$ cat config.mk
export PLATFORM = sky130hd
export DESIGN_NAME = qrs_sqrt
export DESIGN_NICKNAME = d
export VERILOG_FILES = /design/src/quadratic_root_solver_core_macros.svh /design/src/qrs_sqrt.sv
export SDC_FILE = /design/constraint.sdc
export NUM_CORES = 2
export LEC_CHECK = 0
export BUFFER_PORTS_ARGS = -buffer_cell sky130_fd_sc_hd__buf_2
export CAP_MARGIN = 30
export CORE_MARGIN = 4
export CORE_UTILIZATION = 64
export CTS_CLUSTER_SIZE = 28
export DETAILED_ROUTE_END_ITERATION = 16
export PLACE_DENSITY = 0.8
export SYNTH_ARGS = -nofsm -noshare
export SYNTH_HDL_FRONTEND = slang
export SYNTH_SLANG_ARGS = --single-unit
$ cat constraint.sdc
create_clock -name clk -period 4.3 [get_ports clk]
set_clock_uncertainty 0.1 [all_clocks]
set_input_delay 0.215 -clock clk [delete_from_list [all_inputs] [get_ports clk]]
set_output_delay 0.215 -clock clk [all_outputs]
set_load 0.02 [all_outputs]
$ cat src/quadratic_root_solver_core_macros.svh
// Assertion macros for the quadratic root solver.
`ifndef QUADRATIC_ROOT_SOLVER_CORE_MACROS_SVH
`define QUADRATIC_ROOT_SOLVER_CORE_MACROS_SVH

// Same-cycle implication, checked outside reset.
`define QRS_CHECK(lbl, ante, cons, msg) \
	lbl: assert property (@(posedge clk) disable iff (!arst_n) (ante) |-> (cons)) \
		else $error(msg);

// Next-cycle implication, checked outside reset.
`define QRS_CHECK_NEXT(lbl, ante, cons, msg) \
	lbl: assert property (@(posedge clk) disable iff (!arst_n) (ante) |=> (cons)) \
		else $error(msg);

`endif

$ cat src/qrs_sqrt.sv
// Pipelined restoring square root, one root bit per stage.
module qrs_sqrt #(
	parameter int NW = 68,
	parameter int SW = 1
) (
	input  logic              clk,
	input  logic              arst_n,
	input  logic              en,
	input  logic              in_valid,
	input  logic [NW-1:0]     radicand,
	input  logic [SW-1:0]     in_side,
	output logic              out_valid,
	output logic [NW/2-1:0]   root,
	output logic [SW-1:0]     out_side
);
	localparam int RW = NW / 2;

	logic [RW:0]   rem_s  [RW+1];
	logic [RW-1:0] root_s [RW+1];
	logic [NW-1:0] rad_s  [RW+1];
	logic [SW-1:0] side_s [RW+1];
	logic          vld_s  [RW+1];

	assign rem_s[0]  = '0;
	assign root_s[0] = '0;
	assign rad_s[0]  = radicand;
	assign side_s[0] = in_side;
	assign vld_s[0]  = in_valid;

	for (genvar i = 0; i < RW; i++) begin : g_stage
		logic [RW+1:0] t;
		logic [RW+1:0] trial;
		logic [RW+1:0] diff;
		logic          ge;

		always_comb begin
			t     = {rem_s[i][RW-1:0], rad_s[i][NW-1 -: 2]};
			trial = {root_s[i], 2'b01};
			ge    = (t >= trial);
			diff  = t - trial;
		end

		always_ff @(posedge clk or negedge arst_n) begin
			if (!arst_n) begin
				vld_s[i+1] <= 1'b0;
			end else if (en) begin
				vld_s[i+1] <= vld_s[i];
			end
		end

		always_ff @(posedge clk) begin
			if (en) begin
				rem_s[i+1]  <= ge ? diff[RW:0] : t[RW:0];
				root_s[i+1] <= {root_s[i][RW-2:0], ge};
				rad_s[i+1]  <= rad_s[i] << 2;
				side_s[i+1] <= side_s[i];
			end
		end
	end

	assign out_valid = vld_s[RW];
	assign root      = root_s[RW];
	assign out_side  = side_s[RW];
endmodule

; Word-level counts from Yosys, hierarchy flattened
; Index checks and enable logic that the tools add are counted.
; W data, S select, Z words.
[totals]
ff_bits = 2876
out_inout_bits = 36
[op_classes]
addsub = 33
n_lt_le_gt_ge = 34
n_mux = 33
[op_table]
columns = cell, count
row1 = $mux W34, 32
row2 = $ge A36 B10 Y1, 1
row3 = $ge A36 B11 Y1, 1
row4 = $ge A36 B12 Y1, 1
row5 = $ge A36 B13 Y1, 1
row6 = $ge A36 B14 Y1, 1
row7 = $ge A36 B15 Y1, 1
row8 = $ge A36 B16 Y1, 1
row9 = $ge A36 B17 Y1, 1
row10 = $ge A36 B18 Y1, 1
row11 = $ge A36 B19 Y1, 1
row12 = $ge A36 B20 Y1, 1
row13 = $ge A36 B21 Y1, 1
row14 = $ge A36 B22 Y1, 1
row15 = $ge A36 B23 Y1, 1
row16 = $ge A36 B24 Y1, 1
row17 = $ge A36 B25 Y1, 1
row18 = $ge A36 B26 Y1, 1
row19 = $ge A36 B27 Y1, 1
row20 = $ge A36 B28 Y1, 1
row21 = $ge A36 B29 Y1, 1
row22 = $ge A36 B3 Y1, 1
row23 = $ge A36 B30 Y1, 1
row24 = $ge A36 B31 Y1, 1
row25 = other kinds (45), 45

; Longest topological paths before layout
[depth]
depth_word = 2
ltp_mapped = 15

; Least setup slack after synthesis
; No wires, ideal clock.
[synth_path]
path_type = register to register
start = register rem_s, in the netlist g_stage[7].t[2]
end = register rem_s, in the netlist g_stage[8].t[28], data pin
arrival_ns = 3.227
t_required_ns = 3.929
slack_ns = 0.702
stages_incl_launch_ff = 13
path_cell_list = edfxtp_1 > ha_1 > nor2b_1 > o21ai_0 > a21oi_1 > o21ai_0 > a2111oi_1 > nor2b_1 > clkbuf_1 > a2111oi_0 > nand3b_1 > nor4_1 > xor2_1
[synth_between]
elab_chain_cells = 2
elab_cells_between_ends = 3
classes_between = add/sub (1) / order compare (1) / mux (1)
[synth_lines]
columns = element, line
row1 = start: declaration, qrs_sqrt.sv:18  ; logic [RW:0] rem_s [RW+1];
row2 = start signal: indexed assignment, qrs_sqrt.sv:53  ; rem_s[i+1] <= ge ? diff[RW:0] : t[RW:0];
row3 = $sub A34 B9 Y34 or $ge A36 B9 Y1 (tied branches), "qrs_sqrt.sv:40, qrs_sqrt.sv:39"
row4 = $mux W34 *, qrs_sqrt.sv:53
; Mark *: on every way between the ends. The rest lies on a longest branch, timed or not.
; A chain may end at the register's enable or synchronous reset.

; Worst setup path in the final report
[layout_path]
start = register rem_s, in the netlist g_stage[9].t[2]
end = register rem_s, in the netlist g_stage[10].t[28], data pin
[layout_between]
elab_chain_cells = 2
elab_cells_between_ends = 3
classes_between = add/sub (1) / order compare (1) / mux (1)
[layout_lines]
columns = element, line
row1 = $sub A34 B11 Y34 or $ge A36 B11 Y1 (tied branches), "qrs_sqrt.sv:40, qrs_sqrt.sv:39"
row2 = $mux W34 *, qrs_sqrt.sv:53
; Marked as above.

==> impl_results.md <==
* Post-synth cell types at 87
* IO Count at 109
* Average size of a mapped cell at 13.1 µm²
* Area contributors post-synth: edfxtp_1, ha_1, xnor2_1
* Core Region at 203000 µm²
* WP data arrival at 4.61 ns
* Clock slew at reported path FFs at 0.06 ns
* All-Layer GR Usage at 25.9%
* Clock Tree Root: clkbuf_16
* HPWL after DPL at 189 mm
* Layout cells sized above 1 at 8.32%
* Critical path launch point type: register
* Port buffer count at 108
* CP Launch Point: g_stage[9].t[2]$_DFFE_PP_
* Total wire length at 276 mm
* Slew headroom at 35.1%
* Fin. Hold Viols at 0
* H-tree levels at 5
* Setup Viol. Count Final at 0
* Iter 0 DRT Violations at 7613
* Post-route DRC at 0
* Max Slew Vio Count at 0
* Syn nets at 10.7k
* Layout Area Growth over Synthesis at 12.1%
* First-pass GRT wire length at 435 mm
* Vias in the first global route at 80.1k
* Placed Cells at 12.7k
* Critical-path maximum fanout at 7
* Worst reg2reg startpoint: g_stage[9].t[2]$_DFFE_PP_
* Top_reg_cell synth: edfxtp_1
* Critical path capture point type: register
* Starting Density at 64.6%
* Routed WL per cell at 20.6 µm
* Syn Inst Count at 9956
* Max-cap check violation count at 0
* Die H at 460 µm
* Lkg Pwr at 0.0567 µW
* Die width at 460 µm
* Setup WS post-layout at 0.167 ns
* Crit path time final at 4.13 ns
* RSZ-0062 raised after global routing: false
* RePlAce Congestion at 0.959
* TritonCTS clock tree: yes
* Async SR Flop Fraction at 1.19%
* Routed vias/inst at 5.97
* Initial antenna violation count at 4
* Fin crit share at 96.1%
* R2R Setup Slk at 0.17 ns
* Non-Filler Instances at 13.4k
* Power density over the cells at 551 nW/µm²
* Worst Reg-to-Reg Cells at 10
* Termination of the worst setup path: g_stage[10].t[28]$_DFFE_PP_
* Hold Path Class: input port to asynchronous set/reset pin
* Post-CTS Setup Bufs at 0
* Post-synthesis sequential area ratio at 65.4%
* Skew-Pair Late Insertion Delay at 0.93 ns
* Max VDD drop at 0.438 mV
* Most frequent cell after synthesis: edfxtp_1
* Post-synth EDFFs at 2822
* Critical setup path kind: register to register
* Total CTS buffers at 302
* Pre-antenna DRT Iters at 6
* Die area at 212000 µm²
* Outcome: finished clean
* WP data required at 4.77 ns
* Worst R2R End: g_stage[10].t[28]$_DFFE_PP_
* Via count at 80.0k
* ANT nets after route at 0
* Clock Path Buffers at 4
* Max Fclk at 242 MHz
* Synth warnings at 0
* Worst Tran Pin Value at 0.974 ns
* Setup TNS at 0 ns
* Pre-CTS setup slack at 0.291 ns
* Synth top cells by count: edfxtp_1, inv_1, nand2_1
* Overflow after GRT at 0
* Net count, final at 11.2k
* Yosys top cell by area: edfxtp_1
* Share of the synthesized area in the top cell type at 64.7%
* Synthesized flop and latch total at 2856
* Largest net degree at the start of global routing at 141
* Clock sinks at 2856
* Rows at 165
* Netlist Area Pre-Place at 131000 µm²
## registers in the layout, indices dropped and copies added, names as in the netlist
register       flops
root              34
out_valid          1
out_side           1
rad_s           1056
vld_s             33
g_stage.t       1137
g_stage.trial    561
side_s            33
## critical path, stage by stage, from the launching register on
cell	delay, ns
edfxtp_1	0.40
ha_1	0.40
nor2b_1	0.16
o21ai_0	0.22
a21boi_0	0.20
o31ai_1	0.52
a311oi_1	0.26
nor2_1	0.48
nor4b_1	0.12
a2111oi_0	0.78
xor2_1	0.13
## area by class of cell
type	instances	area, µm²
clock buffer	352	7830
fill	12873	56000
antenna	4	10.0
tap	2672	3340
multi-input combinational	6131	41800
timing repair buffer	408	3570
sequential	2856	85600
clock inverter	168	1660
inverter	794	2980
## logic make-up (layout without fill, tap and decap cells)
family,after synthesis,after routing,share of synthesized area (%)
AOI/OAI and AO/OA,1980,1980,9.26
xor gates and xnor gates,909,909,6.08
adders and majority gates,631,631,6.03
buffers and inverters,969,1722,2.79
DFF,2856,2856,65.4
muxes,133,133,1.13
other,1,5,0.00286
and+or+nand+nor,2477,2477,9.31
## power by group
part | leakage, µW | switching, µW | internal [µW] | total [µW]
clock | 0.00462 | 10400 | 14800 | 25200
combinational | 0.0245 | 10200 | 7480 | 17700
sequential | 0.0276 | 2530 | 35500 | 38000
## stage by stage
stage | cell area [µm²] | hold WS, ns | util [%] | power [µW]
2_1_floorplan | 131000 | -0.181 | - | 50000
3_3_place_gp | 136000 | 0.196 | 67.0 | 55100
3_5_place_dp | 136000 | 0.211 | 67.0 | 55700
4_1_cts | 147000 | 0.153 | 72.4 | 81200
5_1_grt | 147000 | 0.231 | 72.4 | 84700
6_report | 147000 | 0.251 | 72.4 | 80900
## layout by cell type (no fill, tap or decap), drive strengths merged, types with 15 or more instances in the layout
cell type	instances
o31ai	66
xnor2	468
buf	264
xor2	441
clkinv	115
and4	18
or3	117
dfrtp	34
nand4	104
dlygate4sd3	144
and2	31
nand2	670
nand4b	16
o21a	103
a21oi	614
nor3	224
nand2b	132
and3	52
inv	803
o211ai	29
bufinv	30
nor2b	89
edfxtp	2822
nand3b	24
o21ai	554
ha	631
nand3	132
nor2	601
or2	50
a31oi	56
clkbuf	352
a2111oi	21
nor4	113
nor3b	15
a21o	267
o21bai	58
a211oi	52
mux2	119
a21boi	17
or4	65
## per-layer routing
metal	up-vias	wire [µm]	GRT usage (%)
met5	-	13	0
met4	2	12800	11.2
met3	706	13400	3.25
met2	2660	138000	44.7
met1	38747	112000	33.3
li1	37855	-	-
## worst min path at each step
| stage | startpoint | to | slack (ns) |
|---|---|---|---|
| detailed placement | arst_n | out_valid$_DFFE_PN0P_ | 0.21 |
| floorplan | arst_n | out_valid$_DFFE_PN0P_ | -0.18 |
| global placement | arst_n | out_valid$_DFFE_PN0P_ | 0.20 |
| finish | arst_n | vld_s[33]$_DFFE_PN0P_ | 0.25 |
| global route | arst_n | vld_s[30]$_DFFE_PN0P_ | 0.23 |
| CTS | arst_n | vld_s[29]$_DFFE_PN0P_ | 0.15 |
## timing repair
item / in CTS / in global routing
hold buffers: 145 / 0
setup endpoints to repair: 0 / 5
endpoints found under the hold margin: 294 / 0
resized for setup: 0 / 3
Power figures use the tool's default switching activity.
