==> src/quadratic_root_solver_core_macros.svh <==
// Assertion macros for the quadratic root solver.
`ifndef QUADRATIC_ROOT_SOLVER_CORE_MACROS_SVH
`define QUADRATIC_ROOT_SOLVER_CORE_MACROS_SVH

// Same-cycle implication, checked outside reset.
`define QRS_CHECK(lbl, ante, cons, msg) \
	lbl: assert property (@(posedge clk) disable iff (!arst_n) (ante) |-> (cons)) \
		else $error(msg);

// Next-cycle implication, checked outside reset.
`define QRS_CHECK_NEXT(lbl, ante, cons, msg) \
	lbl: assert property (@(posedge clk) disable iff (!arst_n) (ante) |=> (cons)) \
		else $error(msg);

`endif

==> src/qrs_div.sv <==
// Pipelined restoring unsigned divider, one quotient bit per stage.
module qrs_div #(
	parameter int NUMW = 36,
	parameter int DENW = 17,
	parameter int SW   = 1
) (
	input  logic              clk,
	input  logic              arst_n,
	input  logic              en,
	input  logic              in_valid,
	input  logic [NUMW-1:0]   dividend,
	input  logic [DENW-1:0]   divisor,
	input  logic [SW-1:0]     in_side,
	output logic              out_valid,
	output logic [NUMW-1:0]   quotient,
	output logic [SW-1:0]     out_side
);
	logic [DENW-1:0] rem_s  [NUMW+1];
	logic [NUMW-1:0] dq_s   [NUMW+1];
	logic [DENW-1:0] dv_s   [NUMW+1];
	logic [SW-1:0]   side_s [NUMW+1];
	logic            vld_s  [NUMW+1];

	assign rem_s[0]  = '0;
	assign dq_s[0]   = dividend;
	assign dv_s[0]   = divisor;
	assign side_s[0] = in_side;
	assign vld_s[0]  = in_valid;

	for (genvar i = 0; i < NUMW; i++) begin : g_stage
		logic [DENW:0] t;
		logic [DENW:0] diff;
		logic          ge;

		always_comb begin
			t    = {rem_s[i], dq_s[i][NUMW-1]};
			ge   = (t >= {1'b0, dv_s[i]});
			diff = t - {1'b0, dv_s[i]};
		end

		always_ff @(posedge clk or negedge arst_n) begin
			if (!arst_n) begin
				vld_s[i+1] <= 1'b0;
			end else if (en) begin
				vld_s[i+1] <= vld_s[i];
			end
		end

		// dividend bits shift out at the top while quotient bits fill in below
		always_ff @(posedge clk) begin
			if (en) begin
				rem_s[i+1]  <= ge ? diff[DENW-1:0] : t[DENW-1:0];
				dq_s[i+1]   <= {dq_s[i][NUMW-2:0], ge};
				dv_s[i+1]   <= dv_s[i];
				side_s[i+1] <= side_s[i];
			end
		end
	end

	assign out_valid = vld_s[NUMW];
	assign quotient  = dq_s[NUMW];
	assign out_side  = side_s[NUMW];
endmodule

==> config.mk <==
export PLATFORM = sky130hd
export DESIGN_NAME = qrs_div
export DESIGN_NICKNAME = d
export VERILOG_FILES = /design/src/quadratic_root_solver_core_macros.svh /design/src/qrs_div.sv
export SDC_FILE = /design/constraint.sdc
export NUM_CORES = 2
export LEC_CHECK = 0
export ABC_AREA = 1
export BUFFER_PORTS_ARGS = -buffer_cell sky130_fd_sc_hd__buf_2
export CORE_AREA = 2 2 534 536
export DETAILED_ROUTE_END_ITERATION = 12
export DIE_AREA = 0 0 536 538
export SETUP_SLACK_MARGIN = 0.02
export SLEW_MARGIN = 20
export SYNTH_ARGS = -nofsm -noshare
export SYNTH_HDL_FRONTEND = slang
export SYNTH_SLANG_ARGS = --single-unit
==> constraint.sdc <==
create_clock -name clk -period 2.6 [get_ports clk]
set_input_delay 0.13 -clock clk [delete_from_list [all_inputs] [get_ports clk]]
set_output_delay 0.13 -clock clk [all_outputs]
set_load 0.05 [all_outputs]
# Word level (Yosys, flattened, before mapping)
# Index checks and enable logic that the tools add are counted.
dict set report op_classes {
  n_addsub 35
  n_lt_le_gt_ge 36
  muxes 35
}
# cell n
set ops {}
lappend ops {{18-bit by 17-bit greater-or-equal comparator with 1-bit output} 35}
lappend ops {{17-bit two-way mux} 34}
lappend ops {{17-bit subtractor} 34}
lappend ops {{1-bit by 17-bit greater-or-equal comparator with 1-bit output} 1}
lappend ops {{1-bit by 17-bit subtractor with 17-bit output} 1}
lappend ops {{1-bit two-way mux} 1}
dict set report word_totals {
  register_bits 2558
  input_bits 58
  output_inout_bits 38
  word_cells 285
}

# Depth between registers and ports, before layout
dict set report logic_depth {
  word_depth 2
  depth_mapped 15
  ltp_nobuf 14
}

# Worst setup path before layout
# No wires, ideal clock.
dict set report synth_timing {
  path_kind {register -> register}
  startpoint {reg dq_s[971] (netlist name)}
  endpoint {reg rem_s, in the netlist g_stage[11].t[4] (data pin)}
  setup_time_ns 0.252
  arrival_ns 1.884
  required_time_ns 2.348
  path_slack_ns 0.464
  path_stages_with_launch 16
  path_buffers 1
  synth_period_minus_slack_ns 2.136
  path_cell_list {edfxtp_1 > inv_1 > ha_1 > inv_1 > fa_1 > nand2_2 > nand2_1 > nand3b_1 > nand2_2 > nand2_2 > nand2_1 > nand2_4 > nand2_4 > buf_8 > nand2_1 > nand2_1}
}
dict set report synth_via {
  elab_chain_cells 2
  elab_cells_between_ends 3
  cone_classes {1 x add/sub; 1 x order compare; 1 x mux}
}
# element line
set synth_rtl {}
lappend synth_rtl {{from (decl)} qrs_div.sv:19} ;# logic [NUMW-1:0] dq_s [NUMW+1];
lappend synth_rtl {{from (signal, indexed assignment)} qrs_div.sv:53} ;# dq_s[i+1] <= {dq_s[i][NUMW-2:0], ge};
lappend synth_rtl {{18-bit by 17-bit greater-or-equal comparator with 1-bit output} qrs_div.sv:37} ;# ge = (t >= {1'b0, dv_s[i]});
lappend synth_rtl {{net g_stage[10].ge} qrs_div.sv:33} ;# logic ge;
lappend synth_rtl {{17-bit two-way mux} qrs_div.sv:52} ;# rem_s[i+1] <= ge ? diff[DENW-1:0] : t[DENW-1:0];
lappend synth_rtl {{to (signal, indexed assignment)} qrs_div.sv:52}
lappend synth_rtl {{to (decl)} qrs_div.sv:18} ;# logic [DENW-1:0] rem_s [NUMW+1];
# The timed path passes the listed nets, and every way through them passes these cells.
# A chain may end at the register's enable or synchronous reset.

# Worst setup path in the final report
dict set report layout_timing {
  startpoint {reg rem_s, in the netlist g_stage[33].t[15]}
  endpoint {reg rem_s, in the netlist g_stage[34].t[11] (data pin)}
}
dict set report layout_via {
  elab_chain_cells 2
}
# element line
set layout_rtl {}
lappend layout_rtl {{18-bit by 17-bit greater-or-equal comparator with 1-bit output} qrs_div.sv:37}
lappend layout_rtl {{17-bit two-way mux} qrs_div.sv:52}
# Every way passes these cells.

==> out/metrics.csv <==
stage,metric,value,unit
run_status,status,"complete, no violations",
placement,Post-DP Area,132000,µm²
placement,PortBufs,95,
layout,fin area,143000,µm²
synthesis,"FF+latch count, synth",2558,
critical_path,Crit Path Max Fanout,18,
sta,Final setup viols,0,
drt,WL/cell,15.6,µm
drt,wire length on met2,124000,µm
layout,final design utilization,50.4,%
critical_path,critical path class,flip-flop to flip-flop,
clocking,root buffer cell,clkbuf_16,
synthesis,Synth warnings,0,
sta,post-layout min period,2420,ps
clocking,Clock Tree Buf Depth,4,
synthesis,synth unique cells,45,
sta,FMAX,414,MHz
placement,routability congestion estimate,0.927,
die,die area,288000,µm²
global_route,vias in the first global route,77462,
sta,PnR worst setup slack,184,ps
synthesis,post-synthesis sequential area ratio,60.5,%
power,Pleak,66.8,nW
placement,DP Worst Slack,119,ps
critical_path,Worst path max stage delay,420,ps
sta,hold slack,208,ps
power,P per Cell Area,1110,nW/µm²
die,site row count,196,
synthesis,post-synth net total,13418,
drt,total iterations of the first detailed-routing run,8,
critical_path,CP Cell Sequence,ha_1 -> nand2_1 -> nand2_1 -> nand2_1 -> nand2_1 -> nor2_1 -> o21ai_2 -> nor2_4 -> nand2_4 -> nand2_1 -> nand2_1,
die,die width,536,µm
drt,WL final,268000,µm
sta,Slew HR,47.4,%
critical_path,"CP delay by family, top",simple AND/OR/NAND/NOR gates,
critical_path,most used cell along the critical path,nand2_1,
die,die height,538,µm
critical_path,critical path buffer and inverter count,0,
clocking,Clock Sinks,2558,
die,core box area,283000,µm²
die,I/O pin total,96,
critical_path,critical path capture point type,flip-flop,
global_route,GRT Util Overall,18.4,%
drt,initial DRC count,6135,
synthesis,most frequently used cell type in the post-synthesis netlist,nand2_1,
sta,RSZ-0062 raised after global routing,false,
sta,Worst Tran Pin Value,786,ps
synthesis,post-synth top area share,59.8,%
critical_path,worst path arrival time,3020,ps
die,Initial Util,44.7,%
clocking,Clock Latency Late Sink,860,ps
synthesis,"area leader, netlist",edfxtp_1,
clocking,register clock-pin slew on the reported worst setup and hold paths,60,ps
critical_path,Critical Path Source Type,flip-flop,
layout,nets,13922,
synthesis,average size of a mapped cell,9.96,µm²
power,Design Power,159,mW
global_route,grt total ovfl,0,
layout,share of layout cells above drive strength 1,7.41,%
job,max-cap violations,0,
drt,Vias,81904,
critical_path,required time of the critical path,3200,ps
drt,vias per inst,4.76,
drt,Detail Route Antenna Nets,0,
drt,DR DRC count,0,
synthesis,ys async rst share,1.41,%
synthesis,synth top area cells,"edfxtp_1, nand2_1, inv_1, ha_1, nand3_1",
placement,Final HPWL DP,198000,µm
synthesis,Post-synth EDFFs,2522,
global_route,first-pass GRT wire length,424000,µm
sta,TNS Setup,0,ps
critical_path,Slowest cell on crit path,edfxtp_1,
hold_path,worst hold path type,input port to flip-flop,
sta,Final Max Tran Viols,0,
global_route,largest net degree at the start of global routing,114,
sta,Hold Fails Final Rpt,0,
clocking,H-tree depth,5,
drt,met1 WL,125000,µm
layout,P&R area growth vs syn,12.7,%
synthesis,Post-synth top flop,edfxtp_1,
clocking,CTS tree,built,
drt,routed wl met3,11100,µm
layout,Non-Filler Instances,17214,
drt,DR top layer,met4,
synthesis,mapped cell area,127000,µm²
global_route,initial antenna violation count,2,
sta,"Period Utilization, post-route",92.9,%
sta,Clock Skew,41.0,ps
synthesis,top post-synthesis cells by count,"nand2_1, edfxtp_1, inv_1",
power,Peak supply drop,0.571,mV
placement,placed cell count,16574,
synthesis,Gate Count Post-Synth,12729,
clocking,CTS buffer count,288,
-- kinds of logic (layout without fill, tap and decap cells) --
| group | Yosys count | count (layout) | synth area share, % |
|---|---|---|---|
| DFF | 2558 | 2558 | 60.5 |
| and+or+nand+nor | 6424 | 6424 | 21.9 |
| adders and majority gates | 631 | 631 | 6.43 |
| xor gates and xnor gates | 239 | 239 | 1.65 |
| other | 0 | 2 | 0 |
| AOI/OAI and AO/OA | 383 | 383 | 1.61 |
| buffers and inverters | 2494 | 3215 | 7.93 |
-- path summary, 6_finish.rpt --
path	start	cells past startpoint	endpoint	slack [ps]
max	g_stage[33].t[15]	11	g_stage[34].t[11]	180
min	dividend[35]	4	g_stage[1].t[1]	210
max reg2reg	g_stage[33].t[15]	11	g_stage[34].t[11]	180
min reg2reg	dq_s[875]	0	dq_s[840]	390
max in group asynchronous	arst_n	4	vld_s[14]	2120
min in group asynchronous	arst_n	4	vld_s[31]	290
-- layout by cell type (no fill, tap or decap), types with 30 or more instances in the layout --
cell | synthesis | routed
and3_1 | 30 | 30
nor2_2 | 39 | 39
nand2_2 | 142 | 142
fa_1 | 34 | 34
nand3b_1 | 47 | 47
a21oi_1 | 325 | 325
nand3_1 | 975 | 975
buf_2 | 25 | 94
nand2_4 | 62 | 51
dfrtp_1 | 36 | 36
nand4_1 | 59 | 59
edfxtp_1 | 2522 | 2522
or2_1 | 32 | 32
nand2_1 | 4409 | 4409
dlygate4sd3_1 | 0 | 112
nor2_1 | 448 | 448
and2_1 | 47 | 47
clkinv_1 | 0 | 48
buf_12 | 2 | 36
clkbuf_16 | 0 | 295
clkbuf_1 | 8 | 68
inv_1 | 2328 | 2328
buf_4 | 90 | 133
nor3_1 | 45 | 45
nor4_4 | 30 | 30
xnor2_1 | 33 | 33
nor2_4 | 31 | 31
ha_1 | 597 | 597
xor2_1 | 206 | 206
-- registers in the layout, summed over array words and instances, names as in the netlist --
name       count
g_stage.t    595
side_s        35
out_side       1
out_valid      1
dv_s         595
quotient      36
vld_s         35
dq_s        1260
-- power breakdown --
part	internal [mW]	total (mW)	switching, mW
Clock	23.6	39.8	16.3
Sequential	55.6	60.6	5.08
Combinational	20.3	58.7	38.4
Total	99.4	159	59.8
-- metal layers --
layer	global-route usage [%]	vias up
met2	30.0	1607
met3	2.03	429
met1	25.9	37768
met4	5.88	0
li1	-	42100
met5	0	-
-- final cells by class --
type | instances | area, µm²
Tap cell | 3762 | 4710
Clock inverter | 143 | 1600
Inverter | 2332 | 8750
Antenna cell | 2 | 5.00
Timing Repair Buffer | 376 | 3320
Fill cell | 25682 | 140000
Sequential cell | 2558 | 76600
Clock buffer | 364 | 7650
Multi-Input combinational cell | 7677 | 40200
-- worst min-delay path, stage by stage --
cell and delay [ps]:
dlygate4sd3_1 540, buf_2 120, nand3_1 80, nand2_1 100
-- repair_timing --
| item | 4_1_cts | 5_1_grt |
|---|---|---|
| hold endpoints to repair | 636 | 0 |
| setup endpoints to repair | 0 | 102 |
| setup buffers | 0 | 18 |
| hold buffers | 113 | 0 |
| gates resized for setup | 0 | 12 |
No activity file was read; power rests on OpenSTA's default activity.
